## src/rtl/core/som_neighborhood_weight_assert.svh

```systemverilog
// assertion helpers used by the neighbourhood weight rtl
`ifndef SOM_NEIGHBORHOOD_WEIGHT_ASSERT_SVH
`define SOM_NEIGHBORHOOD_WEIGHT_ASSERT_SVH

// same-cycle implication, clocked on clk, off during reset
`define SNW_ASSERT_IMPLIES(lbl, ante, cons, msg) \
	lbl: assert property (@(posedge clk) disable iff (!arst_n) (ante) |-> (cons)) \
		else $error(msg);

// next-cycle implication, clocked on clk, off during reset
`define SNW_ASSERT_NEXT(lbl, ante, cons, msg) \
	lbl: assert property (@(posedge clk) disable iff (!arst_n) (ante) |=> (cons)) \
		else $error(msg);

`endif

```

## src/rtl/core/som_nw_pkg.sv

```systemverilog
package som_nw_pkg;

	// largest usable map side
	localparam logic [10:0] SIDE_MAX = 11'd1024;
	// log2(e) in q.16
	localparam logic [16:0] LOG2E_Q16 = 17'd94548;
	// exponent clamp, 32.0 in q.16
	localparam logic [21:0] EXP_CLAMP = 22'h200000;
	// 1.0 in q0.16
	localparam logic [16:0] SCALE_ONE = 17'd65536;
	// pipeline lengths
	localparam int unsigned N_STEPS = 21;
	localparam int unsigned N_POW = 16;

	// configuration register indexes
	typedef enum logic [2:0] {
		REG_TOPOLOGY = 3'd0,
		REG_MAP_COLUMNS = 3'd1,
		REG_MAP_ROWS = 3'd2,
		REG_RADIUS = 3'd3,
		REG_SCALING = 3'd4,
		REG_COMPACT = 3'd5,
		REG_KERNEL = 3'd6,
		REG_SPREAD = 3'd7
	} som_nw_reg_e;

	typedef struct packed {
		logic [1:0] topology;
		logic [10:0] map_columns;
		logic [10:0] map_rows;
		logic [18:0] neighborhood_radius;
		logic [16:0] weight_scaling;
		logic tail_cut;
		logic gaussian_kernel;
		logic [15:0] spread_coefficient;
	} som_nw_cfg_t;

	typedef struct packed {
		logic [9:0] winner_col;
		logic [9:0] winner_row;
		logic [9:0] node_col;
		logic [9:0] node_row;
	} som_nw_in_t;

	typedef struct packed {
		logic [18:0] grid_distance;
		logic [16:0] neighbor_weight;
		logic coord_error;
	} som_nw_out_t;

	// item state carried down the pipeline
	typedef struct packed {
		logic cerr;
		logic in_radius;
		logic sat;
		logic szero;
		logic dzero;
		logic [37:0] s_sq;
		logic [38:0] div_rem;
		logic [20:0] quo;
		logic [41:0] sq_v;
		logic [21:0] sq_rem;
		logic [20:0] root;
		logic [5:0] nexp;
		logic [15:0] frac;
		logic [32:0] pwr;
	} som_nw_pipe_t;

	typedef logic [15:0][31:0] pow_tab_t;

	// bitwise integer square root, elaboration use only
	function automatic logic [63:0] isqrt64(input logic [63:0] v);
		logic [63:0] rem;
		logic [63:0] res;
		logic [63:0] bt;
		rem = v;
		res = '0;
		bt = 64'h4000_0000_0000_0000;
		for (int i = 0; i < 32; i++) begin
			if (rem >= res + bt) begin
				rem = rem - (res + bt);
				res = (res >> 1) + bt;
			end else begin
				res = res >> 1;
			end
			bt = bt >> 2;
		end
		return res;
	endfunction

	// factors 2^-(2^b / 65536) in q0.32
	function automatic pow_tab_t build_pow_tab();
		pow_tab_t t;
		logic [63:0] r;
		r = isqrt64(64'h8000_0000_0000_0000);
		t[15] = r[31:0];
		for (int b = 15; b > 0; b--) begin
			r = isqrt64({t[b], 32'h0});
			t[b-1] = r[31:0];
		end
		return t;
	endfunction

	localparam pow_tab_t POW_TAB = build_pow_tab();

endpackage

```

## src/rtl/core/som_nw_pow.sv

```systemverilog
module som_nw_pow (
	input logic clk,
	input logic arst_n,
	input logic adv,
	input logic [31:0] factor,
	input logic up_valid,
	input som_nw_pkg::som_nw_pipe_t up,
	output logic dn_valid,
	output som_nw_pkg::som_nw_pipe_t dn
);
	import som_nw_pkg::*;

	logic [63:0] prod;
	som_nw_pipe_t p;

	// apply the factor for the lowest remaining fraction bit
	always_comb begin
		p = up;
		prod = {32'b0, up.pwr[31:0]} * {32'b0, factor};
		if (up.frac[0]) begin
			p.pwr = up.pwr[32] ? {1'b0, factor} : {1'b0, prod[63:32]};
		end
		p.frac = {1'b0, up.frac[15:1]};
	end

	always_ff @(posedge clk or negedge arst_n) begin
		if (!arst_n) begin
			dn_valid <= 1'b0;
		end else if (adv) begin
			dn_valid <= up_valid;
		end
	end

	always_ff @(posedge clk) begin
		if (adv) begin
			dn <= p;
		end
	end

endmodule

```

## config.mk

```make
export PLATFORM = sky130hd
export DESIGN_NAME = som_nw_pow
export DESIGN_NICKNAME = d
export VERILOG_FILES = /design/src/rtl/core/som_neighborhood_weight_assert.svh /design/src/rtl/core/som_nw_pkg.sv /design/src/rtl/core/som_nw_pow.sv
export SDC_FILE = /design/constraint.sdc
export NUM_CORES = 2
export LEC_CHECK = 0
export BUFFER_PORTS_ARGS = -buffer_cell sky130_fd_sc_hd__buf_2
export CORE_MARGIN = 2
export CORE_UTILIZATION = 55
export DETAILED_ROUTE_END_ITERATION = 7
export PLACE_DENSITY = 0.76
export SYNTH_ARGS = -nofsm -noshare
export SYNTH_HDL_FRONTEND = slang
export SYNTH_SLANG_ARGS = --single-unit
```

## constraint.sdc

```tcl
create_clock -name clk -period 0.83 [get_ports clk]
set_clock_uncertainty 0.1 [all_clocks]
set_input_delay 0 -clock clk [delete_from_list [all_inputs] [get_ports clk]]
set_output_delay 0 -clock clk [all_outputs]
set_load 0.03 [all_outputs]
```

==> results.json <==
{
  "cp-start-kind": "input port",
  "first_pass_iters": 8,
  "outcome": "finished, violations left",
  "dp.cells": 5657,
  "hold_violations": 259,
  "yosysSeqAreaShare_pct": 17.89,
  "cp.required_ps": 1210,
  "die_area_sq_um": 76310,
  "clock_sinks": 243,
  "pre_cts_slack_ps": -6779,
  "cts_made_buffers": 27,
  "holdWs_ps": -224.2,
  "via_count": 32860,
  "avgSynthCellArea_sq_um": 10.25,
  "clk_pin_slew_ps": 70,
  "setup_viol": 276,
  "clock_latency_ps": 590,
  "ys_warn_count": 0,
  "r2r-start": "dn_valid",
  "synth-edff-count": 242,
  "antenna_found_initial": 7,
  "synth_seq_cells": 243,
  "grt_max_degree": 35,
  "cts_tree": "done",
  "async_flop_share_pct": 0.4115,
  "grt_pass1_vias": 36360,
  "worst-path-max-fanout": 16,
  "clk_path_buf_depth": 3,
  "slew_headroom_pct": 61.59,
  "core.rowCount": 99,
  "worst_slack_ps": -5813,
  "layout.cells.non_filler": 5997,
  "clock-root-buffer": "clkbuf_16",
  "fmax_mhz": 150.5,
  "nFillCells": 4768,
  "crit_path_max_incr_delay_ps": 540,
  "drc": 2,
  "reg2reg_to": "dn_valid",
  "synth_top_area_share_pct": 43.95,
  "grt_first_pass_wirelength_mm": 208.1,
  "rsz0062_at_grt": "true",
  "crit_slowest_cell": "fa_1",
  "nNetsFinal": 6446,
  "end_kind": "flip-flop",
  "ant_nets": 0,
  "dieWidth_microns": 276.2,
  "ios": 523,
  "drt_wl_total_mm": 135.4,
  "initial_utilization_pct": 55.68,
  "final_common_cell": "inv_1",
  "avgViaCountPerCell": 5.480,
  "wl_per_cell_microns": 22.57,
  "startpoint": "up[9]",
  "period_needed_ps": 6643,
  "syn_inst": 3978,
  "final_util_pct": 75.08,
  "synthFlopType": "edfxtp_1",
  "critPathKind": "in -> reg",
  "drive_above_1_share_pct": 26.82,
  "drt_iter0_markers": 2510,
  "syn2layout_area_growth_pct": 34.84,
  "hpwl_mm": 103.6,
  "h-tree-depth": 1,
  "holdCritPathClass": "in -> reg",
  "reg2reg_depth": 1,
  "core_sq_um": 73210,
  "fin_crit_sh_pct": 800.3,
  "rrSetupSlack_ps": -120,
  "port_buffers": 521,
  "netlist_area_sq_um": 40760,
  "synthTopCellsByArea": "fa_1 (44%), edfxtp_1 (18%), and2_1 (9.1%), inv_1 (8.0%), ha_1 (8.0%)",
  "layout_common_cells": "inv_1 (849), fa_1 (835), and2_1 (538)",
  "maxCapViolations": 0,
  "grt_use_total_pct": 35.73,
  "place_congestion": 0.9960,
  "crit_end": "dn[20]",
  "synth.net_count": 5412,
  "synth_cell_types": 70,
  "crit_top_cell": "fa_1",
  "drv_slew": 0,
  "crit_arrival_ps": 7020,
  "grt_remaining_overflow": 0,
  "violations": "DRC, hold timing, setup timing",
  "tightest_slew_ps": 570.2,
  "die_h_microns": 276.2,
  "synthDominantAreaCellType": "fa_1"
}
-- cell usage after synthesis (all sizes together), types with 10 or more instances --
library cell and n:
ha 260, o21ai 51, and2 592, edfxtp 242, nor2b 13, inv 871, o21bai 14, fa 895
nor2 37, and3 14, nand2 500, xnor2 24, a21o 28, nand3 23, a21oi 74, clkbuf 209
a31oi 21, nand4 10
-- per-stage QoR --
stage | TNS [ps] | instance area [sq um]
6_report | -286760 | 54960
5_1_grt | -299040 | 54960
3_5_place_dp | -223510 | 47610
3_3_place_gp | -221440 | 47610
4_1_cts | -286910 | 53900
2_1_floorplan | -178300 | 41470
-- sequential cells by signal, summed over array words and instances (netlist names) --
signal / cells
dn: 242
dn_valid: 1
-- layer usage --
layer | track usage [%] | wire length [microns]
met5 | 0 | 12
met4 | 19.04 | 8757
met3 | 5.155 | 9868
met2 | 61.42 | 67860
met1 | 43.91 | 48880
-- area by class of cell --
class / instances / area, sq um / share of cell area (%)
Tap cell: 959 / 1200 / 2.183
Antenna cell: 5 / 12.51 / 0.02276
Sequential cell: 243 / 7293 / 13.27
Timing Repair Buffer: 1219 / 11310 / 20.58
Clock buffer: 33 / 718.2 / 1.307
Clock inverter: 17 / 226.5 / 0.4120
Inverter: 872 / 3273 / 5.955
Multi-Input combinational cell: 2649 / 30930 / 56.27
-- cells by family after synthesis --
| kind of cell | share of synthesized area (%) |
|---|---|
| and+or+nand+nor | 15.38 |
| adders and majority gates | 51.94 |
| buffers and inverters | 10.02 |
| DFF | 17.89 |
| AOI/OAI and AO/OA | 3.975 |
| xor gates and xnor gates | 0.6876 |
| muxes | 0.1044 |
| other | 0.009200 |
-- critical path, delay by kind of cell --
family / cells / cell delay (ps)
and+or+nand+nor: 2 / 270
AOI/OAI and AO/OA: 8 / 1750
xor gates and xnor gates: 1 / 100
buffers and inverters: 7 / 910
adders and majority gates: 9 / 3980
-- what timing repair did --
item	in CTS	in global routing
pin swaps	165	172
endpoints found under the setup margin	276	277
resized for setup	797	205
cloned	6	2
setup buffers	27	29
hold buffers	228	1
hold endpoints to repair	481	264
-- how the worst min path moves through the flow --
stage	startpoint	endpoint	slack (ps)	cells after the start
floorplan	arst_n	dn_valid	-400	0
global placement	arst_n	dn_valid	-320	1
detailed placement	arst_n	dn_valid	-320	1
CTS	adv	dn[76]	-230	2
global route	adv	dn[106]	-220	2
finish	adv	dn[181]	-220	2
Power is left out: the tool's default activity adds up to more than one toggle a clock period on the data nets, which glitch-free logic cannot reach.
