[config.mk]
export PLATFORM = sky130hd
export DESIGN_NAME = som_nw_back
export DESIGN_NICKNAME = d
export VERILOG_FILES = /design/src/rtl/core/som_neighborhood_weight_assert.svh /design/src/rtl/core/som_nw_pkg.sv /design/src/rtl/core/som_nw_back.sv
export SDC_FILE = /design/constraint.sdc
export NUM_CORES = 1
export LEC_CHECK = 0
export ABC_AREA = 1
export BUFFER_PORTS_ARGS = -buffer_cell sky130_fd_sc_hd__buf_2
export CAP_MARGIN = 30
export CELL_PAD_IN_SITES_DETAIL_PLACEMENT = 1
export CELL_PAD_IN_SITES_GLOBAL_PLACEMENT = 1
export CORE_MARGIN = 10
export CORE_UTILIZATION = 41
export CTS_BUF_LIST = sky130_fd_sc_hd__clkbuf_8
export DETAILED_ROUTE_END_ITERATION = 10
export GPL_TIMING_DRIVEN = 0
export PLACE_DENSITY_LB_ADDON = 0.08
export SLEW_MARGIN = 25
export SYNTH_ARGS = -nofsm -noshare
export SYNTH_HDL_FRONTEND = slang
export SYNTH_SLANG_ARGS = --single-unit
[constraint.sdc]
create_clock -name clk -period 7.74 [get_ports clk]
set_input_delay 0.387 -clock clk [delete_from_list [all_inputs] [get_ports clk]]
set_output_delay 0.387 -clock clk [all_outputs]
set_load 0.005 [all_outputs]
[src/rtl/core/som_neighborhood_weight_assert.svh]
// assertion helpers used by the neighbourhood weight rtl
`ifndef SOM_NEIGHBORHOOD_WEIGHT_ASSERT_SVH
`define SOM_NEIGHBORHOOD_WEIGHT_ASSERT_SVH

// same-cycle implication, clocked on clk, off during reset
`define SNW_ASSERT_IMPLIES(lbl, ante, cons, msg) \
	lbl: assert property (@(posedge clk) disable iff (!arst_n) (ante) |-> (cons)) \
		else $error(msg);

// next-cycle implication, clocked on clk, off during reset
`define SNW_ASSERT_NEXT(lbl, ante, cons, msg) \
	lbl: assert property (@(posedge clk) disable iff (!arst_n) (ante) |=> (cons)) \
		else $error(msg);

`endif

[src/rtl/core/som_nw_pkg.sv]
package som_nw_pkg;

	// largest usable map side
	localparam logic [10:0] SIDE_MAX = 11'd1024;
	// log2(e) in q.16
	localparam logic [16:0] LOG2E_Q16 = 17'd94548;
	// exponent clamp, 32.0 in q.16
	localparam logic [21:0] EXP_CLAMP = 22'h200000;
	// 1.0 in q0.16
	localparam logic [16:0] SCALE_ONE = 17'd65536;
	// pipeline lengths
	localparam int unsigned N_STEPS = 21;
	localparam int unsigned N_POW = 16;

	// configuration register indexes
	typedef enum logic [2:0] {
		REG_TOPOLOGY = 3'd0,
		REG_MAP_COLUMNS = 3'd1,
		REG_MAP_ROWS = 3'd2,
		REG_RADIUS = 3'd3,
		REG_SCALING = 3'd4,
		REG_COMPACT = 3'd5,
		REG_KERNEL = 3'd6,
		REG_SPREAD = 3'd7
	} som_nw_reg_e;

	typedef struct packed {
		logic [1:0] topology;
		logic [10:0] map_columns;
		logic [10:0] map_rows;
		logic [18:0] neighborhood_radius;
		logic [16:0] weight_scaling;
		logic tail_cut;
		logic gaussian_kernel;
		logic [15:0] spread_coefficient;
	} som_nw_cfg_t;

	typedef struct packed {
		logic [9:0] winner_col;
		logic [9:0] winner_row;
		logic [9:0] node_col;
		logic [9:0] node_row;
	} som_nw_in_t;

	typedef struct packed {
		logic [18:0] grid_distance;
		logic [16:0] neighbor_weight;
		logic coord_error;
	} som_nw_out_t;

	// item state carried down the pipeline
	typedef struct packed {
		logic cerr;
		logic in_radius;
		logic sat;
		logic szero;
		logic dzero;
		logic [37:0] s_sq;
		logic [38:0] div_rem;
		logic [20:0] quo;
		logic [41:0] sq_v;
		logic [21:0] sq_rem;
		logic [20:0] root;
		logic [5:0] nexp;
		logic [15:0] frac;
		logic [32:0] pwr;
	} som_nw_pipe_t;

	typedef logic [15:0][31:0] pow_tab_t;

	// bitwise integer square root, elaboration use only
	function automatic logic [63:0] isqrt64(input logic [63:0] v);
		logic [63:0] rem;
		logic [63:0] res;
		logic [63:0] bt;
		rem = v;
		res = '0;
		bt = 64'h4000_0000_0000_0000;
		for (int i = 0; i < 32; i++) begin
			if (rem >= res + bt) begin
				rem = rem - (res + bt);
				res = (res >> 1) + bt;
			end else begin
				res = res >> 1;
			end
			bt = bt >> 2;
		end
		return res;
	endfunction

	// factors 2^-(2^b / 65536) in q0.32
	function automatic pow_tab_t build_pow_tab();
		pow_tab_t t;
		logic [63:0] r;
		r = isqrt64(64'h8000_0000_0000_0000);
		t[15] = r[31:0];
		for (int b = 15; b > 0; b--) begin
			r = isqrt64({t[b], 32'h0});
			t[b-1] = r[31:0];
		end
		return t;
	endfunction

	localparam pow_tab_t POW_TAB = build_pow_tab();

endpackage

[src/rtl/core/som_nw_back.sv]
module som_nw_back (
	input logic clk,
	input logic arst_n,
	input logic adv,
	input som_nw_pkg::som_nw_cfg_t cfg,
	input logic pipe_valid,
	input som_nw_pkg::som_nw_pipe_t pipe,
	output logic res_valid,
	output som_nw_pkg::som_nw_out_t res
);
	import som_nw_pkg::*;

	logic [32:0] ps;
	logic [33:0] gsum;

	logic v_s1;
	logic [16:0] gk_s1;
	logic [18:0] dist_s1;
	logic cerr_s1;
	logic inside_s1;
	logic szero_s1;
	logic dzero_s1;

	logic [16:0] scale;
	logic [33:0] wm;
	logic [16:0] gw;
	som_nw_out_t r;

	// power of two shift and rounding to q0.16
	always_comb begin
		ps = pipe.pwr >> pipe.nexp;
		gsum = {1'b0, ps} + 34'h8000;
	end

	always_ff @(posedge clk or negedge arst_n) begin
		if (!arst_n) begin
			v_s1 <= 1'b0;
			res_valid <= 1'b0;
		end else if (adv) begin
			v_s1 <= pipe_valid;
			res_valid <= v_s1;
		end
	end

	always_ff @(posedge clk) begin
		if (adv) begin
			gk_s1 <= gsum[32:16];
			dist_s1 <= pipe.root[18:0];
			cerr_s1 <= pipe.cerr;
			inside_s1 <= pipe.in_radius;
			szero_s1 <= pipe.szero;
			dzero_s1 <= pipe.dzero;
		end
	end

	// scaled weight and kernel selection
	always_comb begin
		scale = (cfg.weight_scaling > SCALE_ONE) ? SCALE_ONE : cfg.weight_scaling;
		wm = ({17'b0, gk_s1} * {17'b0, scale}) + 34'h8000;
		gw = wm[32:16];
		r.grid_distance = dist_s1;
		r.coord_error = cerr_s1;
		r.neighbor_weight = '0;
		if (cfg.gaussian_kernel) begin
			if (!cfg.tail_cut || inside_s1) begin
				if (szero_s1) begin
					r.neighbor_weight = dzero_s1 ? scale : 17'd0;
				end else begin
					r.neighbor_weight = gw;
				end
			end
		end else if (inside_s1) begin
			r.neighbor_weight = scale;
		end
	end

	always_ff @(posedge clk) begin
		if (adv) begin
			res <= r;
		end
	end

endmodule

==> flow_summary.toml <==
[outcome]
status = "completed"

[yosys]
synth_compound_area_frac = 0.05617
synthMuxAreaShare = 0
syn_area_per_cell_um2 = 8.062
syn_nets = 2363
ys_warn_count = 0
synth-adder-area-share = 0.4284
yosysSeqAreaShare = 0.1722
yosysUniqueCellTypes = 48
syn_inst = 1702
synthFlopType = "edfxtp_1"
synth_top_family_by_area = "adder cells"
synth.most_common_cell = "nand2_1"
synth-edff-count = 77
async_reset_ff_frac = 0.02532
synth_seq_cells = 79
synthTopCellsByCount = "nand2_1, inv_1, fa_1"
netlist_top_cells_area = "fa_1, edfxtp_1, nand2_1, ha_1, inv_1"
netlist.area_leader.share = 0.3253
synth-xor-area-share = 0.01404
synth_area_mm2 = 0.01372
yosys.area.top_type = "fa_1"
synthSimpleGateAreaFrac = 0.2130

[run]
cap_violations = 0

[cells_and_area]
finish.utilization = 0.4616
fin_nets = 2484
area_growth_pct = 10.28
drive_above_1_share = 0.1067
finalNonFillerCells = 2270
antenna_cells = 0

[timing]
finClkSkew_ps = 10.58
hold-worst-slack_ps = 158.8
fin_crit_ps = 7414
max_slew_margin = 0.4658
slew_violations = 0
rsz0062_at_grt = "false"
setup_ws_ps = 325.7
hold_viol_final = 0
max_freq_mhz = 134.9
setup_viol = 0
tightest_slew_ps = 801.3
min_period_over_period = 0.9579

[cts]
clkTransAtPathRegs_ps = 100
htree_levels = 3
tritoncts = "done"
cts-root-buf = "clkbuf_8"
clk_latency_ps = 390
cts_buffer_depth = 2
numCtsBuffers = 9
cts.sinks = 79

[worst_setup_path]
path_class = "in2reg"
crit_path_max_incr_delay_ps = 620
critPathCaptureType = "flip-flop"
cp.arrival_ps = 7490
path_max_fanout = 10
required_ps = 7820
cp_slowest_cell = "fa_1"
start_kind = "primary input"

[drt]
drc_errors = 0
postRouteAntennaNets = 0
wl_per_cell_um = 20.24
totalWireLength_um = 45940
vias = 11540
drtIter0Drc = 560
vias_per_cell = 5.083
dr.pass1.iters = 5

[grt]
track_usage = 0.2277
gr-total-overflow = 0
first_global_vias = 12530
grt_antenna_before_repair = 0
grt_pass1_wl_um = 72310
grt_start_max_net_pins = 55

[floorplanning]
die_h_um = 202.9
die_area_mm2 = 0.04118
coreArea_mm2 = 0.03278
rows = 66
die_x_um = 202.9
ioPinCount = 363
start_util = 0.4186

[power]
power_density_mw_per_mm2 = 290.3
design_power_total_mw = 4.392
p_leak_nw = 7.839
vdd_drop_max_mv = 0.1877

[place]
dpl.hpwl_um = 39070
portBuffers = 106
place_ws_ps = -542.3
gp_congestion = 0.9153
placed_cells = 2251

[hold_path]
hold_path_class = "in2reg"
==> sequential cells by signal, indices dropped and copies added (netlist names) <==
signal,cells
cerr_s1,1
dist_s1,19
res_valid,1
gk_s1,17
res,37
szero_s1,1
dzero_s1,1
inside_s1,1
v_s1,1
==> critical path, delay by kind of cell <==
family | cells | cell delay (ps)
adder cells (fa/ha/maj) | 7 | 3570
AND/OR/NAND/NOR | 11 | 1310
buffers and inverters | 8 | 1160
AO/OA/AOI/OAI | 5 | 1070
==> final cells by class <==
class | instances | area, um^2
repair buffers | 113 | 608.1
clock inverters | 6 | 72.57
well taps | 442 | 553.0
fillers | 4119 | 17650
flip-flops and latches | 79 | 2362
inverters | 363 | 1374
multi-input cells | 1210 | 9799
clock buffers | 10 | 137.6
plain buffers | 47 | 225.2
==> repair_timing <==
action / in CTS / in global routing
hold buffers: 1 / 0
resized for setup: 3 / 14
setup endpoints to repair: 3 / 14
endpoints found under the hold margin: 2 / 0
buffers inserted: 0 / 5
==> metrics by stage <==
stage                     TNS, ps  area (um^2)
final                           0        15130
after global placement      -2304        14810
after detailed placement    -4471        14840
after floorplan                 0        13720
after global routing            0        15130
after CTS                       0        15070
==> per-layer routing <==
layer  global-route usage  vias to the layer above  share of wire
li1                     -                     5405              -
met1               0.3010                     5867           0.45
met5                    0                        -              0
met2               0.3746                      219           0.48
met3              0.04410                       48          0.050
met4              0.05835                        0          0.021
==> path summary, 6_finish.rpt <==
kind	startpoint	endpoint	slack, ps	cells past startpoint
setup / recovery	cfg[25]	res[10]	330	31
hold / removal	pipe[56]	dist_s1[1]	160	1
setup reg to reg	gk_s1[2]	res[17]	690	22
hold reg to reg	dist_s1[6]	res[24]	430	0
max in group asynchronous	arst_n	res_valid	7330	2
min in group asynchronous	arst_n	v_s1	320	2
==> where the power goes <==
group          total, mW  internal, mW  switching (mW)
clock              0.350         0.163           0.187
sequential         0.554         0.529          0.0254
combinational       3.49          1.19            2.30
==> layout by cell type, fill, tap and decap left out, types with 27 or more instances in the layout <==
master and count:
nand2_1 385, inv_1 350, fa_1 223, nor2_1 210, buf_2 115, ha_1 113
edfxtp_1 77, nand3_1 65, a21oi_1 49, o21ai_0 38, clkbuf_1 27
==> logic make-up (layout without fill, tap and decap cells) <==
family | Yosys count | count (layout)
buf+inv | 413 | 539
compound gates | 133 | 133
flops | 79 | 79
simple gates | 719 | 719
xor+xnor | 22 | 22
fa+ha+maj | 336 | 336
Power figures use the tool's default switching activity.
