$ cat config.mk
export PLATFORM = sky130hd
export DESIGN_NAME = som_nw_front
export DESIGN_NICKNAME = d
export VERILOG_FILES = /design/src/rtl/core/som_neighborhood_weight_assert.svh /design/src/rtl/core/som_nw_pkg.sv /design/src/rtl/core/som_nw_front.sv
export SDC_FILE = /design/constraint.sdc
export NUM_CORES = 2
export LEC_CHECK = 0
export ABC_AREA = 1
export ABC_CLOCK_PERIOD_IN_PS = 7900
export CAP_MARGIN = 20
export CORE_MARGIN = 1.5
export CORE_UTILIZATION = 52
export DETAILED_ROUTE_END_ITERATION = 6
export DONT_BUFFER_PORTS = 1
export PLACE_DENSITY_LB_ADDON = 0.12
export SYNTH_ARGS = -nofsm -noshare
export SYNTH_HDL_FRONTEND = slang
export SYNTH_SLANG_ARGS = --single-unit
$ cat constraint.sdc
create_clock -name clk -period 7.9 [get_ports clk]
set_input_delay 1.185 -clock clk [delete_from_list [all_inputs] [get_ports clk]]
set_output_delay 1.185 -clock clk [all_outputs]
set_load 0.03 [all_outputs]
$ cat src/rtl/core/som_neighborhood_weight_assert.svh
// assertion helpers used by the neighbourhood weight rtl
`ifndef SOM_NEIGHBORHOOD_WEIGHT_ASSERT_SVH
`define SOM_NEIGHBORHOOD_WEIGHT_ASSERT_SVH

// same-cycle implication, clocked on clk, off during reset
`define SNW_ASSERT_IMPLIES(lbl, ante, cons, msg) \
	lbl: assert property (@(posedge clk) disable iff (!arst_n) (ante) |-> (cons)) \
		else $error(msg);

// next-cycle implication, clocked on clk, off during reset
`define SNW_ASSERT_NEXT(lbl, ante, cons, msg) \
	lbl: assert property (@(posedge clk) disable iff (!arst_n) (ante) |=> (cons)) \
		else $error(msg);

`endif

$ cat src/rtl/core/som_nw_pkg.sv
package som_nw_pkg;

	// largest usable map side
	localparam logic [10:0] SIDE_MAX = 11'd1024;
	// log2(e) in q.16
	localparam logic [16:0] LOG2E_Q16 = 17'd94548;
	// exponent clamp, 32.0 in q.16
	localparam logic [21:0] EXP_CLAMP = 22'h200000;
	// 1.0 in q0.16
	localparam logic [16:0] SCALE_ONE = 17'd65536;
	// pipeline lengths
	localparam int unsigned N_STEPS = 21;
	localparam int unsigned N_POW = 16;

	// configuration register indexes
	typedef enum logic [2:0] {
		REG_TOPOLOGY = 3'd0,
		REG_MAP_COLUMNS = 3'd1,
		REG_MAP_ROWS = 3'd2,
		REG_RADIUS = 3'd3,
		REG_SCALING = 3'd4,
		REG_COMPACT = 3'd5,
		REG_KERNEL = 3'd6,
		REG_SPREAD = 3'd7
	} som_nw_reg_e;

	typedef struct packed {
		logic [1:0] topology;
		logic [10:0] map_columns;
		logic [10:0] map_rows;
		logic [18:0] neighborhood_radius;
		logic [16:0] weight_scaling;
		logic tail_cut;
		logic gaussian_kernel;
		logic [15:0] spread_coefficient;
	} som_nw_cfg_t;

	typedef struct packed {
		logic [9:0] winner_col;
		logic [9:0] winner_row;
		logic [9:0] node_col;
		logic [9:0] node_row;
	} som_nw_in_t;

	typedef struct packed {
		logic [18:0] grid_distance;
		logic [16:0] neighbor_weight;
		logic coord_error;
	} som_nw_out_t;

	// item state carried down the pipeline
	typedef struct packed {
		logic cerr;
		logic in_radius;
		logic sat;
		logic szero;
		logic dzero;
		logic [37:0] s_sq;
		logic [38:0] div_rem;
		logic [20:0] quo;
		logic [41:0] sq_v;
		logic [21:0] sq_rem;
		logic [20:0] root;
		logic [5:0] nexp;
		logic [15:0] frac;
		logic [32:0] pwr;
	} som_nw_pipe_t;

	typedef logic [15:0][31:0] pow_tab_t;

	// bitwise integer square root, elaboration use only
	function automatic logic [63:0] isqrt64(input logic [63:0] v);
		logic [63:0] rem;
		logic [63:0] res;
		logic [63:0] bt;
		rem = v;
		res = '0;
		bt = 64'h4000_0000_0000_0000;
		for (int i = 0; i < 32; i++) begin
			if (rem >= res + bt) begin
				rem = rem - (res + bt);
				res = (res >> 1) + bt;
			end else begin
				res = res >> 1;
			end
			bt = bt >> 2;
		end
		return res;
	endfunction

	// factors 2^-(2^b / 65536) in q0.32
	function automatic pow_tab_t build_pow_tab();
		pow_tab_t t;
		logic [63:0] r;
		r = isqrt64(64'h8000_0000_0000_0000);
		t[15] = r[31:0];
		for (int b = 15; b > 0; b--) begin
			r = isqrt64({t[b], 32'h0});
			t[b-1] = r[31:0];
		end
		return t;
	endfunction

	localparam pow_tab_t POW_TAB = build_pow_tab();

endpackage

$ cat src/rtl/core/som_nw_front.sv
module som_nw_front (
	input logic clk,
	input logic arst_n,
	input logic adv,
	input som_nw_pkg::som_nw_cfg_t cfg,
	input logic item_valid,
	input som_nw_pkg::som_nw_in_t item,
	output logic pipe_valid,
	output som_nw_pkg::som_nw_pipe_t pipe
);
	import som_nw_pkg::*;

	typedef struct packed {
		logic [9:0] gap;
		logic [9:0] low;
	} gap_t;

	// axis distance, taking the wrapped way round when wrap is set and it is shorter
	function automatic gap_t axis_gap(input logic [9:0] a, input logic [9:0] b,
			input logic [10:0] size, input logic wrap);
		gap_t g;
		logic [9:0] lo;
		logic [9:0] hi;
		logic [11:0] sum;
		logic [11:0] alt;
		lo = (a < b) ? a : b;
		hi = (a < b) ? b : a;
		sum = {2'b0, lo} + {1'b0, size};
		alt = sum - {2'b0, hi};
		g.low = lo;
		g.gap = hi - lo;
		if (wrap && (sum >= {2'b0, hi}) && (alt < {2'b0, g.gap})) begin
			g.gap = alt[9:0];
		end
		return g;
	endfunction

	logic [10:0] cols;
	logic [10:0] rows;
	logic wrap;
	logic hex;
	gap_t gx;
	gap_t gy;
	logic [10:0] hq;
	logic [34:0] rc;
	logic cerr;

	logic v_s1;
	logic [10:0] hq_s1;
	logic [9:0] dy_s1;
	logic hex_s1;
	logic cerr_s1;
	logic [18:0] spread_s1;

	logic [21:0] hq2;
	logic [19:0] dy2;
	logic [21:0] dyk;

	logic v_s2;
	logic [22:0] d4_s2;
	logic [37:0] ssq_s2;
	logic [37:0] rsq_s2;
	logic szero_s2;
	logic cerr_s2;

	som_nw_pipe_t p3;

	// stage 1: axis gaps, hex shift, spread, coordinate check
	always_comb begin
		cols = (cfg.map_columns > SIDE_MAX) ? SIDE_MAX : cfg.map_columns;
		rows = (cfg.map_rows > SIDE_MAX) ? SIDE_MAX : cfg.map_rows;
		wrap = cfg.topology[0];
		hex = cfg.topology[1];
		gx = axis_gap(item.winner_col, item.node_col, cols, wrap);
		gy = axis_gap(item.winner_row, item.node_row, rows, wrap);
		hq = {gx.gap, 1'b0};
		if (hex && gy.gap[0]) begin
			if (gy.low[0]) begin
				hq = (gx.gap == '0) ? 11'd1 : ({gx.gap, 1'b0} - 11'd1);
			end else begin
				hq = {gx.gap, 1'b1};
			end
		end
		rc = {16'b0, cfg.neighborhood_radius} * {19'b0, cfg.spread_coefficient};
		cerr = ({1'b0, item.winner_col} >= cols) || ({1'b0, item.node_col} >= cols) ||
			({1'b0, item.winner_row} >= rows) || ({1'b0, item.node_row} >= rows);
	end

	always_ff @(posedge clk or negedge arst_n) begin
		if (!arst_n) begin
			v_s1 <= 1'b0;
			v_s2 <= 1'b0;
			pipe_valid <= 1'b0;
		end else if (adv) begin
			v_s1 <= item_valid;
			v_s2 <= v_s1;
			pipe_valid <= v_s2;
		end
	end

	always_ff @(posedge clk) begin
		if (adv) begin
			hq_s1 <= hq;
			dy_s1 <= gy.gap;
			hex_s1 <= hex;
			cerr_s1 <= cerr;
			spread_s1 <= rc[34:16];
		end
	end

	// stage 2: squared distance and squared spread and radius
	always_comb begin
		hq2 = {11'b0, hq_s1} * {11'b0, hq_s1};
		dy2 = {10'b0, dy_s1} * {10'b0, dy_s1};
		dyk = hex_s1 ? ({2'b0, dy2} + {1'b0, dy2, 1'b0}) : {dy2, 2'b0};
	end

	always_ff @(posedge clk) begin
		if (adv) begin
			d4_s2 <= {1'b0, hq2} + {1'b0, dyk};
			ssq_s2 <= {19'b0, spread_s1} * {19'b0, spread_s1};
			rsq_s2 <= {19'b0, cfg.neighborhood_radius} * {19'b0, cfg.neighborhood_radius};
			szero_s2 <= (spread_s1 == '0);
			cerr_s2 <= cerr_s1;
		end
	end

	// stage 3: radius test, exponent saturation, divider and root set-up
	always_comb begin
		p3 = '0;
		p3.cerr = cerr_s2;
		p3.in_radius = ({1'b0, d4_s2, 14'b0} <= rsq_s2);
		p3.sat = ({7'b0, d4_s2, 8'b0} >= ssq_s2);
		p3.szero = szero_s2;
		p3.dzero = (d4_s2 == '0);
		p3.s_sq = ssq_s2;
		p3.div_rem = p3.sat ? 39'd0 : {8'b0, d4_s2, 8'b0};
		p3.sq_v = {5'b0, d4_s2, 14'b0};
	end

	always_ff @(posedge clk) begin
		if (adv) begin
			pipe <= p3;
		end
	end

endmodule

==> summary.md <==
| Metric | Value |
|---|---|
| Num CTS Buffers | 28 |
| Setup_tns | -4.45 ns |
| Area contributors post-synth | fa_1 33%, ha_1 15%, inv_1 13%, edfxtp_1 13%, nand2_1 9.1% |
| H-tree depth | 1 |
| Clock Skews | 0.0192 ns |
| Setup Crit Path Kind | flop to flop |
| Yosys warns | 0 |
| Place WS | -0.762 ns |
| Hold buffer count at CTS | 0 |
| Post-route cell area | 56900 um2 |
| Storage element area | 6950 um2 |
| Count of final hold-check violations | 0 |
| Sink Count | 232 |
| Complex-gate fraction of the synthesized area | 5.64% |
| Share of layout cells above drive strength 1 | 6.77% |
| Yosys top cell area share | 32.6% |
| Cell taking the most area after synthesis | fa_1 |
| Synth Area in XOR/XNOR | 3.29% |
| Vias in the first global route | 40800 |
| DRC viols | 0 |
| Synth Register Bits | 232 |
| Rows | 117 |
| FILL cells | 9559 |
| Number of antenna violations at the first check in global routing | 3 |
| Core area | 102000 um2 |
| Slew Limit Headroom | 33.9% |
| Synth Area in Adders | 47.6% |
| Die span in x | 323 um |
| HPWL after DPL | 101000 um |
| PnR worst setup slack | -0.578 ns |
| Max-cap violations | 0 |
| Clk_lat worst skew | 0.61 ns |
| EDFF count, synth | 229 |
| Mapped Cells | 6445 |
| Slowest library cell on the worst path | fa_1 |
| Worst setup EP type | flop |
| Max incr delay on CP | 0.53 ns |
| Synthesized cell area | 53200 um2 |
| Status | finished with violations |
| Post-synthesis mux area share | 0.0212% |
| P&R area growth vs syn | 6.87% |
| Critical Path AT | 8.82 ns |
| WP data required | 8.24 ns |
| Placer Congestion | 0.893 |
| Via Count | 39400 |
| Register area share after synthesis | 13.1% |
| Final #Nets | 8119 |
| Final setup violating endpoints | 13 |
| CTS Buffer Depth | 3 |
| Wire length per cell | 16.0 um |
| Largest net degree at the start of global routing | 235 |
| Synth cell types | 61 |
| Main combinational cell family by area after synthesis | adder cells |
| Die footprint | 104000 um2 |
| Final worst path period need | 8.48 ns |
| Antenna cells | 0 |
| Fin crit share | 107% |
| First-pass GRT wire length | 208000 um |
| Drt pass-1 iters | 5 |
| GRT Total Usage | 25.0% |
| Slew Viols, Final | 0 |
| FFs w/ async S/R, synth | 1.29% |
| DIE HEIGHT | 323 um |
| RSZ-0062 raised after global routing | yes |
| Maximum clock rate | 118 MHz |
| Routed Antenna Nets | 0 |
| Area of the multi-input gates | 38800 um2 |
| Worst-path clk slew | 0.06 ns |
| Mapped Avg Cell Area | 8.26 um2 |
| Simple-Gate Fraction of Synth Area | 13.8% |
| Clk root buf | clkbuf_16 |
| Ys flop type | edfxtp_1 |
| Starting DRT DRC Count | 2119 |
| Drt total wl | 126000 um |
| IO buf count | 0 |
| FF-to-FF path depth | 41 |
| Worst min path class | input port to async pin |
| Placement Cell Area | 55100 um2 |
| # IOs | 366 |
| Critical path peak fanout | 4 |
| CP startpoint kind | flop |
| CP dominant cell by count | fa_1 |
| CTS tree | built |
| Final Core Density | 56.0% |
| Starting Density | 52.4% |
| Total grt overflow | 0 |
| Worst-Margin Slew | 0.991 ns |
| Avg Vias per Cell | 5.00 |
| Failing checks | setup timing |
-- logic make-up after synthesis --
family                     count (synthesis)
buffers and inverters                   2183
xor gates and xnor gates                 200
AOI/OAI and AO/OA                        537
adders and majority gates               1504
muxes                                      1
and+or+nand+nor                         1787
DFF                                      232
other                                      1
-- sequential cells by signal, indices dropped and copies added (netlist names) --
signal      flops
v_s2            1
cerr_s2         1
v_s1            1
d4_s2          23
rsq_s2         37
dy_s1          10
hq_s1          11
ssq_s2         37
pipe           88
pipe_valid      1
cerr_s1         1
spread_s1      19
hex_s1          1
szero_s2        1
-- through the flow --
stage | instances | hold WS, ns
6_report | 7882 | 0.278
5_1_grt | 7882 | 0.233
4_1_cts | 7869 | 0.227
3_5_place_dp | 7800 | 0.411
3_3_place_gp | 7800 | 0.404
2_1_floorplan | 6599 | 0.400
-- critical path: cells and delay by family, from the launching register on --
family / cells / cell delay, ns
buf+inv: 8 / 0.49
simple gates: 9 / 0.70
xor+xnor: 3 / 0.44
fa+ha+maj: 12 / 4.93
compound gates: 9 / 1.14
flops: 1 / 0.51
-- timing repair --
item,4_1_cts,5_1_grt
resized for setup,27,107
endpoints found under the setup margin,13,15
pin swaps,45,59
setup buffers,18,13
cloned,0,0
-- metal layers --
metal / part of all wire, % / GRT usage, % / vias up
met1: 46 / 35.2 / 19300
met5: 0 / 0 / -
met2: 46 / 41.0 / 973
met4: 1.9 / 5.39 / 0
li1: - / - / 19000
met3: 6.1 / 3.49 / 134
-- cell usage after synthesis, types with 5 or more instances --
library cell  count
a211oi_1          8
a21o_1           24
a21oi_1         259
a31oi_1          23
buf_1            30
buf_4           158
clkbuf_1        146
edfxtp_1        229
fa_1            868
ha_1            636
inv_1          1838
nand2_1        1294
nand2_2          28
nand3_1         114
nand3_2          10
nand3b_1          7
nand4_1          45
nor2_1          211
nor2_4            5
nor3_1           24
nor4_1           26
o2111ai_1         5
o21a_1           14
o21ai_0         147
o21ai_1           7
o21bai_1         16
or2_2            11
xnor2_1          75
xor2_1          125
-- path summary, 6_finish.rpt --
kind	startpoint	end	slack, ns
min in group clk	szero_s2$_DFFE_PP_	pipe[239]$_DFFE_PP_	0.42
max reg2reg	dy_s1[2]$_DFFE_PP_	d4_s2[21]$_DFFE_PP_	-0.58
max	dy_s1[2]$_DFFE_PP_	d4_s2[21]$_DFFE_PP_	-0.58
min	arst_n	pipe_valid$_DFFE_PN0P_	0.28
min reg2reg	szero_s2$_DFFE_PP_	pipe[239]$_DFFE_PP_	0.42
max in group asynchronous	arst_n	v_s1$_DFFE_PN0P_	7.56
-- cell type report --
cell class                 count  share of cell area (%)
multi-input combinational   4184                    68.2
sequential                   232                    12.2
inverter                    1842                    12.2
tap                         1368                    3.01
timing repair buffer         205                    2.78
clock buffer                  32                    1.26
clock inverter                19                   0.400
-- placed cells by master, fill, tap and decap left out, types with 12 or more instances in the layout --
| cell | Yosys | routed |
|---|---|---|
| a21o_1 | 24 | 24 |
| a21oi_1 | 259 | 237 |
| a21oi_2 | 2 | 18 |
| a31oi_1 | 23 | 20 |
| buf_4 | 158 | 193 |
| buf_6 | 2 | 12 |
| clkbuf_16 | 0 | 28 |
| conb_1 | 1 | 155 |
| edfxtp_1 | 229 | 229 |
| fa_1 | 868 | 866 |
| ha_1 | 636 | 610 |
| ha_4 | 0 | 24 |
| inv_1 | 1838 | 1820 |
| inv_2 | 4 | 22 |
| nand2_1 | 1294 | 1279 |
| nand2_2 | 28 | 42 |
| nand3_1 | 114 | 112 |
| nand3_2 | 10 | 12 |
| nand4_1 | 45 | 45 |
| nor2_1 | 211 | 206 |
| nor3_1 | 24 | 24 |
| nor4_1 | 26 | 26 |
| o21a_1 | 14 | 14 |
| o21ai_0 | 147 | 126 |
| o21ai_1 | 7 | 15 |
| o21ai_2 | 1 | 13 |
| o21bai_1 | 16 | 14 |
| xnor2_1 | 75 | 70 |
| xor2_1 | 125 | 120 |
Power is left out: the tool's default activity adds up to more than one toggle a clock period on the data nets, which glitch-free logic cannot reach.
