File: src/rtl/core/som_neighborhood_weight_assert.svh
// assertion helpers used by the neighbourhood weight rtl
`ifndef SOM_NEIGHBORHOOD_WEIGHT_ASSERT_SVH
`define SOM_NEIGHBORHOOD_WEIGHT_ASSERT_SVH

// same-cycle implication, clocked on clk, off during reset
`define SNW_ASSERT_IMPLIES(lbl, ante, cons, msg) \
	lbl: assert property (@(posedge clk) disable iff (!arst_n) (ante) |-> (cons)) \
		else $error(msg);

// next-cycle implication, clocked on clk, off during reset
`define SNW_ASSERT_NEXT(lbl, ante, cons, msg) \
	lbl: assert property (@(posedge clk) disable iff (!arst_n) (ante) |=> (cons)) \
		else $error(msg);

`endif

File: src/rtl/core/som_nw_pkg.sv
package som_nw_pkg;

	// largest usable map side
	localparam logic [10:0] SIDE_MAX = 11'd1024;
	// log2(e) in q.16
	localparam logic [16:0] LOG2E_Q16 = 17'd94548;
	// exponent clamp, 32.0 in q.16
	localparam logic [21:0] EXP_CLAMP = 22'h200000;
	// 1.0 in q0.16
	localparam logic [16:0] SCALE_ONE = 17'd65536;
	// pipeline lengths
	localparam int unsigned N_STEPS = 21;
	localparam int unsigned N_POW = 16;

	// configuration register indexes
	typedef enum logic [2:0] {
		REG_TOPOLOGY = 3'd0,
		REG_MAP_COLUMNS = 3'd1,
		REG_MAP_ROWS = 3'd2,
		REG_RADIUS = 3'd3,
		REG_SCALING = 3'd4,
		REG_COMPACT = 3'd5,
		REG_KERNEL = 3'd6,
		REG_SPREAD = 3'd7
	} som_nw_reg_e;

	typedef struct packed {
		logic [1:0] topology;
		logic [10:0] map_columns;
		logic [10:0] map_rows;
		logic [18:0] neighborhood_radius;
		logic [16:0] weight_scaling;
		logic tail_cut;
		logic gaussian_kernel;
		logic [15:0] spread_coefficient;
	} som_nw_cfg_t;

	typedef struct packed {
		logic [9:0] winner_col;
		logic [9:0] winner_row;
		logic [9:0] node_col;
		logic [9:0] node_row;
	} som_nw_in_t;

	typedef struct packed {
		logic [18:0] grid_distance;
		logic [16:0] neighbor_weight;
		logic coord_error;
	} som_nw_out_t;

	// item state carried down the pipeline
	typedef struct packed {
		logic cerr;
		logic in_radius;
		logic sat;
		logic szero;
		logic dzero;
		logic [37:0] s_sq;
		logic [38:0] div_rem;
		logic [20:0] quo;
		logic [41:0] sq_v;
		logic [21:0] sq_rem;
		logic [20:0] root;
		logic [5:0] nexp;
		logic [15:0] frac;
		logic [32:0] pwr;
	} som_nw_pipe_t;

	typedef logic [15:0][31:0] pow_tab_t;

	// bitwise integer square root, elaboration use only
	function automatic logic [63:0] isqrt64(input logic [63:0] v);
		logic [63:0] rem;
		logic [63:0] res;
		logic [63:0] bt;
		rem = v;
		res = '0;
		bt = 64'h4000_0000_0000_0000;
		for (int i = 0; i < 32; i++) begin
			if (rem >= res + bt) begin
				rem = rem - (res + bt);
				res = (res >> 1) + bt;
			end else begin
				res = res >> 1;
			end
			bt = bt >> 2;
		end
		return res;
	endfunction

	// factors 2^-(2^b / 65536) in q0.32
	function automatic pow_tab_t build_pow_tab();
		pow_tab_t t;
		logic [63:0] r;
		r = isqrt64(64'h8000_0000_0000_0000);
		t[15] = r[31:0];
		for (int b = 15; b > 0; b--) begin
			r = isqrt64({t[b], 32'h0});
			t[b-1] = r[31:0];
		end
		return t;
	endfunction

	localparam pow_tab_t POW_TAB = build_pow_tab();

endpackage

File: src/rtl/core/som_nw_step.sv
module som_nw_step (
	input logic clk,
	input logic arst_n,
	input logic adv,
	input logic up_valid,
	input som_nw_pkg::som_nw_pipe_t up,
	output logic dn_valid,
	output som_nw_pkg::som_nw_pipe_t dn
);
	import som_nw_pkg::*;

	logic [38:0] r2x;
	logic [23:0] rem_t;
	logic [23:0] trial;
	som_nw_pipe_t p;

	// one quotient bit of the exponent division and one root bit of the distance
	always_comb begin
		p = up;
		r2x = {up.div_rem[37:0], 1'b0};
		if (r2x >= {1'b0, up.s_sq}) begin
			p.div_rem = r2x - {1'b0, up.s_sq};
			p.quo = {up.quo[19:0], 1'b1};
		end else begin
			p.div_rem = r2x;
			p.quo = {up.quo[19:0], 1'b0};
		end
		rem_t = {up.sq_rem, up.sq_v[41:40]};
		trial = {1'b0, up.root, 2'b01};
		if (rem_t >= trial) begin
			p.sq_rem = 22'(rem_t - trial);
			p.root = {up.root[19:0], 1'b1};
		end else begin
			p.sq_rem = rem_t[21:0];
			p.root = {up.root[19:0], 1'b0};
		end
		p.sq_v = {up.sq_v[39:0], 2'b00};
	end

	always_ff @(posedge clk or negedge arst_n) begin
		if (!arst_n) begin
			dn_valid <= 1'b0;
		end else if (adv) begin
			dn_valid <= up_valid;
		end
	end

	always_ff @(posedge clk) begin
		if (adv) begin
			dn <= p;
		end
	end

endmodule

File: config.mk
export PLATFORM = sky130hd
export DESIGN_NAME = som_nw_step
export DESIGN_NICKNAME = d
export VERILOG_FILES = /design/src/rtl/core/som_neighborhood_weight_assert.svh /design/src/rtl/core/som_nw_pkg.sv /design/src/rtl/core/som_nw_step.sv
export SDC_FILE = /design/constraint.sdc
export NUM_CORES = 1
export LEC_CHECK = 0
export BUFFER_PORTS_ARGS = -buffer_cell sky130_fd_sc_hd__buf_2
export CAP_MARGIN = 25
export CORE_ASPECT_RATIO = 0.5
export CORE_MARGIN = 5
export CORE_UTILIZATION = 40
export CTS_CLUSTER_SIZE = 12
export DETAILED_ROUTE_END_ITERATION = 16
export PLACE_DENSITY = 0.69
export REMOVE_ABC_BUFFERS = 1
export SYNTH_ARGS = -nofsm -noshare
export SYNTH_HDL_FRONTEND = slang
export SYNTH_SLANG_ARGS = --single-unit
File: constraint.sdc
create_clock -name clk -period 1.93 [get_ports clk]
set_clock_uncertainty 0.1 [all_clocks]
set_input_delay 0.193 -clock clk [delete_from_list [all_inputs] [get_ports clk]]
set_output_delay 0.193 -clock clk [all_outputs]
set_load 0.05 [all_outputs]
==> summary.md, run 1 <==
| Metric | Value |
|---|---|
| Final count of hold timing violations | `0` |
| Yosys warnings | `0` |
| Post-synth EDFFs | `241` |
| Crit path arrival time | `2.62 ns` |
| Number of core rows | `44` |
| Status | `complete, but fails checks` |
| Worst min-delay path category | `in -> reg` |
| Area share of the largest cell type after synthesis | `0.625` |
| Post-DP HPWL | `32.2 mm` |
| Transition at the pin with the smallest max-transition slack | `0.533 ns` |
| Vias in the first global route | `11,600` |
| CTS tree | `yes` |
| Area enclosed by the die boundary | `32,700 um2` |
| Area growth from synthesis to layout | `78.1%` |
| Clock Sinks | `242` |
| Time the final worst path needs with I/O delays and setup | `2.44 ns` |
| Total routing resource utilization after global routing | `0.263` |
| Count leader, synth | `edfxtp_1` |
| Number of buffers inserted by port buffering | `486` |
| Ranking of synthesized cells by area | `edfxtp_1 62%, ha_1 6.6%, mux2_4 4.5%` |
| Worst Setup Start Kind | `primary input` |
| Sequence of cells on the critical path | `buf_8, inv_4, ha_4, buf_6, nand2_4, a2111oi_4, o21ai_2, a31oi_4, a31oi_2, o31a_1, o21a_4, buf_12, mux2_4` |
| # Max-Cap Violations | `0` |
| I/O pin count | `491` |
| Commonest cells in the synthesized netlist | `241 x edfxtp_1, 80 x inv_1, 61 x ha_1` |
| H-tree levels | `1` |
| Endpoint class of the critical path | `flop` |
| Via density | `4.99` |
| Max VDD drop | `0.744 mV` |
| Power Density | `832 nW/um2` |
| Die X | `251 um` |
| Final antenna-violating net count | `0` |
| Clock Pin Slew Worst Setup and Hold Paths | `0.07 ns` |
| Crit Path Max Fanout | `8` |
| Max Slew Vio Count | `0` |
| Max Buffers Root-to-Sink | `3` |
| Antenna violations before repair | `10` |
| Predominant post-synthesis flop cell | `edfxtp_1` |
| Starting utilization of the core area | `0.402` |
| Initial DRC count | `942` |
| DRC errors left | `0` |
| Die Y | `130 um` |
| Leak Pwr | `9.26 nW` |
| Final weighted congestion in routability-driven placement | `0.966` |
| Cts bufs inserted | `25` |
| Final clock period utilization by the worst path | `1.26` |
| Net total in the final layout | `2,143` |
| Violations in the final reports | `negative setup slack` |
| Proportion of layout cells with a drive suffix above 1 | `0.517` |
| Cell type of the slowest stage on the worst timing path | `o31a_1` |
| Worst endpoint required time | `2.12 ns` |
| Area inside the core boundary | `28,800 um2` |
| Worst stage delay on the critical path | `0.34 ns` |
| Synthesized flop and latch total | `242` |
| Final setup margin | `-0.507 ns` |
| Critical path start-end classification | `in -> reg` |
| FF-to-FF path depth | `1` |
| Synthesized netlist cell count | `837` |
| Post-layout instance area | `20,600 um2` |
| Library cell with the largest summed area after synthesis | `edfxtp_1` |
| Vias after detailed routing | `11,200` |
| Routed WL per cell | `20.6 um` |
| Post-Synthesis Cell Area | `11,600 um2` |
| Count of cell types in the netlist | `63` |
| Final global-route overflow total | `0` |
| Mean Syn Cell Area | `13.8 um2` |
| Clock root cell | `clkbuf_16` |
| Synth async-reset ratio | `0.00413` |
| Final setup fails | `62` |
| Remaining max-slew budget at the tightest pin | `0.641` |
| Maximum number of pins on one net before global-route repair | `47` |
| Global-route wire length before repair | `66.7 mm` |
| Seq/Total Area, Yosys | `0.627` |
| Later-pin clock latency in the skew report | `0.54 ns` |
| Achievable Freq | `0.410 GHz` |
| Accumulated negative setup slack | `-22.99 ns` |
| Hold Path Stages | `3` |
| First-pass DRT Iterations | `5` |
| DP Area | `16,300 um2` |
| RSZ-0062 raised after global routing | `true` |
| Routed wire length | `46.3 mm` |
[per-stage QoR]
stage                     utilization  hold WS, ns  cells  setup slack [ns]  total power, mW
after detailed placement        0.566       -0.130   1936             -1.23             11.8
after floorplan                     -       -0.203    819             -1.51             9.85
after CTS                       0.704       0.0177   2230            -0.456             17.0
after global placement          0.566       -0.132   1936             -1.18             11.7
final                           0.716       0.0310   2243            -0.507             17.2
after global routing            0.716      0.00795   2243            -0.540             17.8
[final timing paths]
path / startpoint / endpoint / slack (ns)
min in group asynchronous: arst_n / dn_valid / 0.41
max in group asynchronous: arst_n / dn_valid / 1.22
setup / recovery: up[208] / dn[172] / -0.51
setup reg to reg: dn_valid / dn_valid / 1.06
hold reg to reg: dn_valid / dn_valid / 0.45
hold / removal: up[166] / dn[167] / 0.03
[final cells by class]
type | count | area [um2]
fillers | 1929 | 8170
flip-flops and latches | 242 | 7260
repair buffers | 988 | 7240
multi-input cells | 497 | 4590
clock buffers | 32 | 652
well taps | 391 | 489
inverters | 80 | 318
clock inverters | 7 | 63.8
diodes | 6 | 15.0
[where the power goes]
part	leakage (nW)	internal, mW	switching [mW]
logic	6.53	2.39	3.63
clock network	0.355	2.49	2.04
registers	2.37	6.42	0.187
[registers in the layout, summed over array words and instances (netlist names)]
name / cells
dn: 241
dn_valid: 1
[worst max-delay path: cells and delay by family]
family	cells	cell delay, ns
AOI/OAI and AO/OA	6	1.42
and+or+nand+nor	1	0.06
muxes	1	0.30
buffers and inverters	4	0.38
adders and majority gates	1	0.25
[placed cells by master, fill, tap and decap left out, types with 12 or more instances in the layout]
| cell | n |
|---|---|
| mux2_4 | 37 |
| buf_4 | 236 |
| buf_2 | 451 |
| buf_6 | 47 |
| nand4_1 | 12 |
| edfxtp_1 | 241 |
| xnor2_1 | 25 |
| a21oi_1 | 37 |
| ha_4 | 27 |
| a21o_1 | 26 |
| nor2_1 | 33 |
| mux2_2 | 18 |
| clkbuf_16 | 26 |
| xor2_1 | 21 |
| dlygate4sd3_1 | 237 |
| o21ai_0 | 20 |
| nand2_1 | 40 |
| inv_2 | 17 |
| ha_1 | 33 |
| inv_1 | 56 |
[repair_timing]
| item | CTS | global route |
|---|---|---|
| endpoints found under the setup margin | 63 | 63 |
| buffers inserted | 17 | 8 |
| hold endpoints to repair | 255 | 1 |
| pin swaps | 42 | 34 |
| resized for setup | 160 | 65 |
| hold buffers | 236 | 1 |
| cloned | 3 | 1 |
[routing by layer]
metal / routed length [um] / part of all wire / track usage
met1: 17800 / 0.38 / 0.313
met2: 23800 / 0.51 / 0.468
met3: 2750 / 0.059 / 0.0647
met4: 1940 / 0.042 / 0.102
met5: 21 / 0.00045 / 0
[kinds of logic after synthesis]
group                      after synthesis  synth area share
AOI/OAI and AO/OA                      178             0.105
xor gates and xnor gates                48            0.0363
adders and majority gates               62            0.0676
buffers and inverters                   99            0.0355
DFF                                    242             0.627
muxes                                   57            0.0665
other                                    1          0.000324
and+or+nand+nor                        150            0.0622
Note: power is estimated with default switching activity, not from simulation.
==> inputs of run 2 (changes only) <==
--- a/config.mk
+++ b/config.mk
@@ -8,9 +8,8 @@
 export BUFFER_PORTS_ARGS = -buffer_cell sky130_fd_sc_hd__buf_2
 export CAP_MARGIN = 25
 export CORE_ASPECT_RATIO = 0.5
-export CORE_MARGIN = 5
 export CORE_UTILIZATION = 40
-export CTS_CLUSTER_SIZE = 12
+export CTS_CLUSTER_SIZE = 28
 export DETAILED_ROUTE_END_ITERATION = 16
 export PLACE_DENSITY = 0.69
 export REMOVE_ABC_BUFFERS = 1
==> run 2 against run 1 <==
  * The flow still finishes with violations (negative setup slack)
  * Critical path type unchanged
  * Setup slack gained 0.0026 ns
  * Worst hold slack lost 0.0052 ns
  * Fmax grew 0.11%
  * Final cell count shrank 0.80%
  * Largest power group unchanged
  * Global-route usage grew 2.6 points
  * Die area shrank 9.1%
  * Non-clock buffer count shrank 10
==> summary.md, run 2 (synthesized netlist as in run 1, its figures left out) <==
| Metric | Value |
|---|---|
| Status | `complete, but fails checks` |
| Violations in the final reports | `negative setup slack` |
| Achievable Freq | `0.411 GHz` |
| Starting utilization of the core area | `0.412` |
| Clock root cell | `clkbuf_16` |
| Flip-flop count of the largest register, all copies and words added | `241` |
| Transition at the pin with the smallest max-transition slack | `0.551 ns` |
| Worst Setup Start Kind | `primary input` |
| Cts bufs inserted | `24` |
| Critical path start-end classification | `in -> reg` |
| Antenna violations before repair | `3` |
| Routed WL per cell | `20.4 um` |
| Final clock period utilization by the worst path | `1.26` |
| Initial DRC count | `910` |
| Worst stage delay on the critical path | `0.30 ns` |
| Endpoint class of the critical path | `flop` |
| RSZ-0062 raised after global routing | `true` |
| Clock Sinks | `242` |
| Time the final worst path needs with I/O delays and setup | `2.43 ns` |
| Number of buffers inserted by port buffering | `486` |
| Total routing resource utilization after global routing | `0.289` |
| Area growth from synthesis to layout | `77.4%` |
| Max Slew Vio Count | `0` |
| Fraction of the core area covered by cells at the end of the flow | `0.732` |
| Biggest registers after layout | `dn x241, dn_valid x1` |
| Sequence of cells on the critical path | `buf_2, inv_1, ha_4, a21oi_1, o211ai_1, a31oi_1, buf_4, a31oi_4, a31oi_4, o31a_1, o21a_4, buf_12, buf_12, mux2_4` |
| Cell type of the slowest stage on the worst timing path | `ha_4` |
| # Max-Cap Violations | `0` |
| Final count of hold timing violations | `0` |
| Power after layout | `17.6 mW` |
| Die Y | `122 um` |
| Leading cell types in the layout, fill and taps excluded | `464 x buf_2, 241 x edfxtp_1, 236 x dlygate4sd3_1` |
| Post-DP HPWL | `30.7 mm` |
| Worst min-delay path category | `in -> reg` |
| Vias after detailed routing | `11,200` |
| I/O pin count | `491` |
| Final antenna-violating net count | `0` |
| Maximum number of pins on one net before global-route repair | `72` |
| Routed wire length | `45.4 mm` |
| Die X | `243 um` |
| Final weighted congestion in routability-driven placement | `0.974` |
| Final setup fails | `63` |
| Post-layout instance area | `20,600 um2` |
| Leak Pwr | `9.25 nW` |
| Area enclosed by the die boundary | `29,700 um2` |
| Final global-route overflow total | `0` |
| Clock Pin Slew Worst Setup and Hold Paths | `0.07 ns` |
| Fill cell instance count of the final layout | `1,833` |
| DRC errors left | `0` |
| Final setup margin | `-0.504 ns` |
| Biggest register | `dn` |
| Worst endpoint required time | `2.12 ns` |
| Area inside the core boundary | `28,100 um2` |
| Commonest non-fill, non-tap cell in the layout | `buf_2` |
| Family of cells with the greatest summed delay on the critical path | `compound AO/OA/AOI/OAI gates` |
| Via density | `5.04` |
| Vias in the first global route | `11,500` |
| Global-route wire length before repair | `65.9 mm` |
| CTS tree | `yes` |
| Remaining max-slew budget at the tightest pin | `0.630` |
| Power Density | `854 nW/um2` |
| Area used by multi-input combinational logic | `4550 um2` |
| Net total in the final layout | `2,132` |
| Footprint of the flip-flops and latches | `7260 um2` |
| Highest metal layer with signal wires | `met5` |
| Routed wire length on met3 | `2.64 mm` |
| Max VDD drop | `0.599 mV` |
| Proportion of layout cells with a drive suffix above 1 | `0.511` |
| First-pass DRT Iterations | `5` |
| Crit path arrival time | `2.63 ns` |
| Wire length on met1 | `18.2 mm` |
| Max Buffers Root-to-Sink | `3` |
| Worst slack on hold paths | `0.0258 ns` |
| Number of buffers and inverters on the critical path | `5` |
| Crit Path Max Fanout | `6` |
| Worst reg-to-reg setup slack | `1.08 ns` |
| Number of core rows | `43` |
| Met2 routed wirelength | `23.1 mm` |
| DP Area | `16,200 um2` |
| Later-pin clock latency in the skew report | `0.55 ns` |
| H-tree levels | `1` |
-- run 2: cell types whose count changed in the layout (fill, tap and decap cells not counted), sizes merged --
| cell | delta |
|---|---|
| buf | -8 |
| clkinv | +5 |
| clkbuf | -4 |
| diode | -4 |
| bufinv | +2 |
| clkinvlp | +2 |
| dlygate4sd3 | -1 |
| inv | -1 |
-- run 2: path summary, 6_finish.rpt --
path	from	end	cells after the start
hold / removal	up[161]	dn[162]	3
setup / recovery	up[216]	dn[168]	14
min in group asynchronous	arst_n	dn_valid	3
max in group asynchronous	arst_n	dn_valid	3
setup reg to reg	dn_valid	dn_valid	1
hold reg to reg	dn_valid	dn_valid	1
-- run 2: stage by stage --
stage	setup TNS, ns	worst slack, ns	cells
4_1_cts	-22.99	-0.461	2218
3_3_place_gp	-66.89	-1.15	1910
3_5_place_dp	-70.47	-1.22	1910
5_1_grt	-27.20	-0.572	2224
2_1_floorplan	-91.18	-1.51	819
6_report	-23.66	-0.504	2225
-- run 2: final cells by class --
type,count,area share
sequential,242,0.353
clock buffer,29,0.0301
tap,382,0.0233
multi-input combinational,497,0.221
timing repair buffer,978,0.348
clock inverter,15,0.00871
inverter,80,0.0152
antenna,2,0.000244
-- run 2: metal layers --
metal,vias to the layer above,GRT usage
met5,-,0
met1,5510,0.363
met4,2,0.0896
li1,5120,-
met3,109,0.0501
met2,484,0.513
-- run 2: where the power goes --
group / internal, mW / switching, mW
clock network: 2.72 / 2.21
logic: 2.38 / 3.64
registers: 6.41 / 0.178
total: 11.5 / 6.03
-- run 2: repair_timing --
action / CTS / global route
cloned: 7 / 0
setup buffers: 22 / 10
endpoints found under the setup margin: 63 / 63
pin swaps: 41 / 33
gates resized for setup: 113 / 77
hold buffers: 236 / 0
hold endpoints to repair: 263 / 0
==> inputs of run 3 (changes only) <==
--- a/config.mk
+++ b/config.mk
@@ -12,6 +12,7 @@
 export CTS_CLUSTER_SIZE = 28
 export DETAILED_ROUTE_END_ITERATION = 16
 export PLACE_DENSITY = 0.69
+export RECOVER_POWER = 25
 export REMOVE_ABC_BUFFERS = 1
 export SYNTH_ARGS = -nofsm -noshare
 export SYNTH_HDL_FRONTEND = slang
==> run 3 against run 2 <==
  * The flow still finishes with violations (negative setup slack)
  * Total power shrank 0.16%
  * Global-route usage unchanged
  * Via count hardly changed
  * Final cell count about the same
  * Critical path depth did not move
  * Routed wire length barely moved
  * Setup slack better by 0.0046 ns
  * Sequential power about the same
  * Die area unchanged
  * Largest power group unchanged
  * Highest routed layer unchanged
==> summary.md, run 3 (synthesized netlist as in run 1, its figures left out) <==
| Metric | Value |
|---|---|
| Final setup fails | `63` |
| Final clock period utilization by the worst path | `1.26` |
| Antenna violations before repair | `4` |
| Transition at the pin with the smallest max-transition slack | `0.540 ns` |
| DRC errors left | `0` |
| Die X | `243 um` |
| RSZ-0062 raised after global routing | `true` |
| Final global-route overflow total | `0` |
| Max Slew Vio Count | `0` |
| Final antenna-violating net count | `0` |
| Endpoint class of the critical path | `flop` |
| Power after layout | `17.5 mW` |
| Initial DRC count | `954` |
| Later-pin clock latency in the skew report | `0.54 ns` |
| Achievable Freq | `0.412 GHz` |
| First-pass DRT Iterations | `5` |
| Final instance count without filler cells | `2,226` |
| Proportion of layout cells with a drive suffix above 1 | `0.489` |
| Worst min-delay path category | `in -> reg` |
| Final setup margin | `-0.500 ns` |
| Violations in the final reports | `negative setup slack` |
| Power Density | `856 nW/um2` |
| Clock root cell | `clkbuf_16` |
| Commonest non-fill, non-tap cell in the layout | `buf_2` |
| # Max-Cap Violations | `0` |
| Number of buffers inserted by port buffering | `486` |
| I/O pin count | `491` |
| Max VDD drop | `0.746 mV` |
| Fraction of the core area covered by cells at the end of the flow | `0.729` |
| Leading cell types in the layout, fill and taps excluded | `428 x buf_2, 241 x edfxtp_1, 236 x dlygate4sd3_1` |
| Post-DP HPWL | `30.7 mm` |
| Routed WL per cell | `20.4 um` |
| Wire length on met1 | `18.0 mm` |
| Biggest registers after layout | `dn x241, dn_valid x1` |
| Maximum number of pins on one net before global-route repair | `72` |
| Placed cell count | `1,910` |
| Crit path arrival time | `2.62 ns` |
| Via density | `5.04` |
| Time the final worst path needs with I/O delays and setup | `2.43 ns` |
| Final count of hold timing violations | `0` |
| Worst slack on hold paths | `0.0264 ns` |
| Biggest register | `dn` |
| Number of core rows | `43` |
| Fill cell instance count of the final layout | `1,858` |
| Area enclosed by the die boundary | `29,700 um2` |
| CTS tree | `yes` |
| Status | `complete, but fails checks` |
| Routed wire length on met3 | `2.81 mm` |
| Highest metal layer with signal wires | `met5` |
| Worst endpoint required time | `2.12 ns` |
| Final weighted congestion in routability-driven placement | `0.974` |
| Net total in the final layout | `2,132` |
| Vias after detailed routing | `11,200` |
| Routed wire length | `45.3 mm` |
| H-tree levels | `1` |
| Remaining max-slew budget at the tightest pin | `0.637` |
| Crit Path Max Fanout | `6` |
| Starting utilization of the core area | `0.412` |
| Cts bufs inserted | `24` |
| Area inside the core boundary | `28,100 um2` |
| Die Y | `122 um` |
| Met2 routed wirelength | `23.1 mm` |
| Vias in the first global route | `11,500` |
| Total routing resource utilization after global routing | `0.289` |
| Clock Pin Slew Worst Setup and Hold Paths | `0.07 ns` |
| Critical path start-end classification | `in -> reg` |
| Max Buffers Root-to-Sink | `3` |
| Worst Setup Start Kind | `primary input` |
| Dpl ws | `-1.22 ns` |
| Global-route wire length before repair | `65.9 mm` |
| Flip-flop count of the largest register, all copies and words added | `241` |
| Clock Sinks | `242` |
| Area growth from synthesis to layout | `76.7%` |
| Leak Pwr | `9.13 nW` |
run 3: cell types whose count changed in the layout (fill, tap and decap cells not counted):
cell,delta
diode_2,+1
buf_8,-1
clkbuf_1,+39
buf_2,-36
buf_6,-4
buf_1,+1
clkbuf_2,+1
run 3: area by class of cell:
class                      count  area, um2  area share
timing repair buffer         978       7060       0.345
sequential                   242       7260       0.355
inverter                      80        313      0.0153
tap                          382        478      0.0234
antenna                        3       7.51    0.000367
clock buffer                  29        619      0.0303
clock inverter                15        179     0.00874
multi-input combinational    497       4550       0.222
run 3: through the flow:
stage | area, um2 | TNS (ns)
floorplan | 11500 | -91.18
global placement | 16200 | -66.89
detailed placement | 16200 | -70.47
CTS | 20300 | -22.99
global route | 20500 | -29.66
finish | 20500 | -25.50
run 3: timing repair:
item / in CTS / in global routing
setup buffers: 22 / 10
hold endpoints to repair: 263 / 0
pin swaps: 41 / 33
resized for setup: 113 / 77
setup endpoints to repair: 63 / 63
hold buffers: 236 / 0
gates cloned: 7 / 0
run 3: power by group:
part           leakage [nW]  switching [mW]  internal, mW  total (mW)
Combinational          6.38            3.64          2.37        6.01
Sequential             2.37           0.176          6.41        6.59
Clock                 0.383            2.21          2.72        4.93
Total                  9.13            6.02          11.5        17.5
run 3: path summary, 6_finish.rpt:
path                                 end  startpoint  cells past startpoint  slack, ns
max in group asynchronous       dn_valid      arst_n                      3       1.16
worst min-delay path             dn[162]     up[161]                      3       0.03
worst max register to register  dn_valid    dn_valid                      1       1.08
worst max-delay path             dn[168]     up[215]                     14      -0.50
worst min register to register  dn_valid    dn_valid                      1       0.42
min in group asynchronous       dn_valid      arst_n                      3       0.45
run 3: per-layer routing:
layer / GRT usage / vias up
met3: 0.0501 / 107
met4: 0.0896 / 2
met1: 0.363 / 5501
met5: 0 / -
met2: 0.513 / 479
li1: - / 5125
run 3: critical path, stage by stage:
cell and delay, ns:
clkbuf_1 0.13, inv_2 0.06, ha_4 0.30, nand4_1 0.12, o211ai_1 0.13, a31oi_1 0.11, buf_4 0.15, a31oi_4 0.18
a31oi_4 0.11, o31a_1 0.29, o21a_4 0.25, buf_12 0.14, buf_12 0.14, mux2_4 0.30
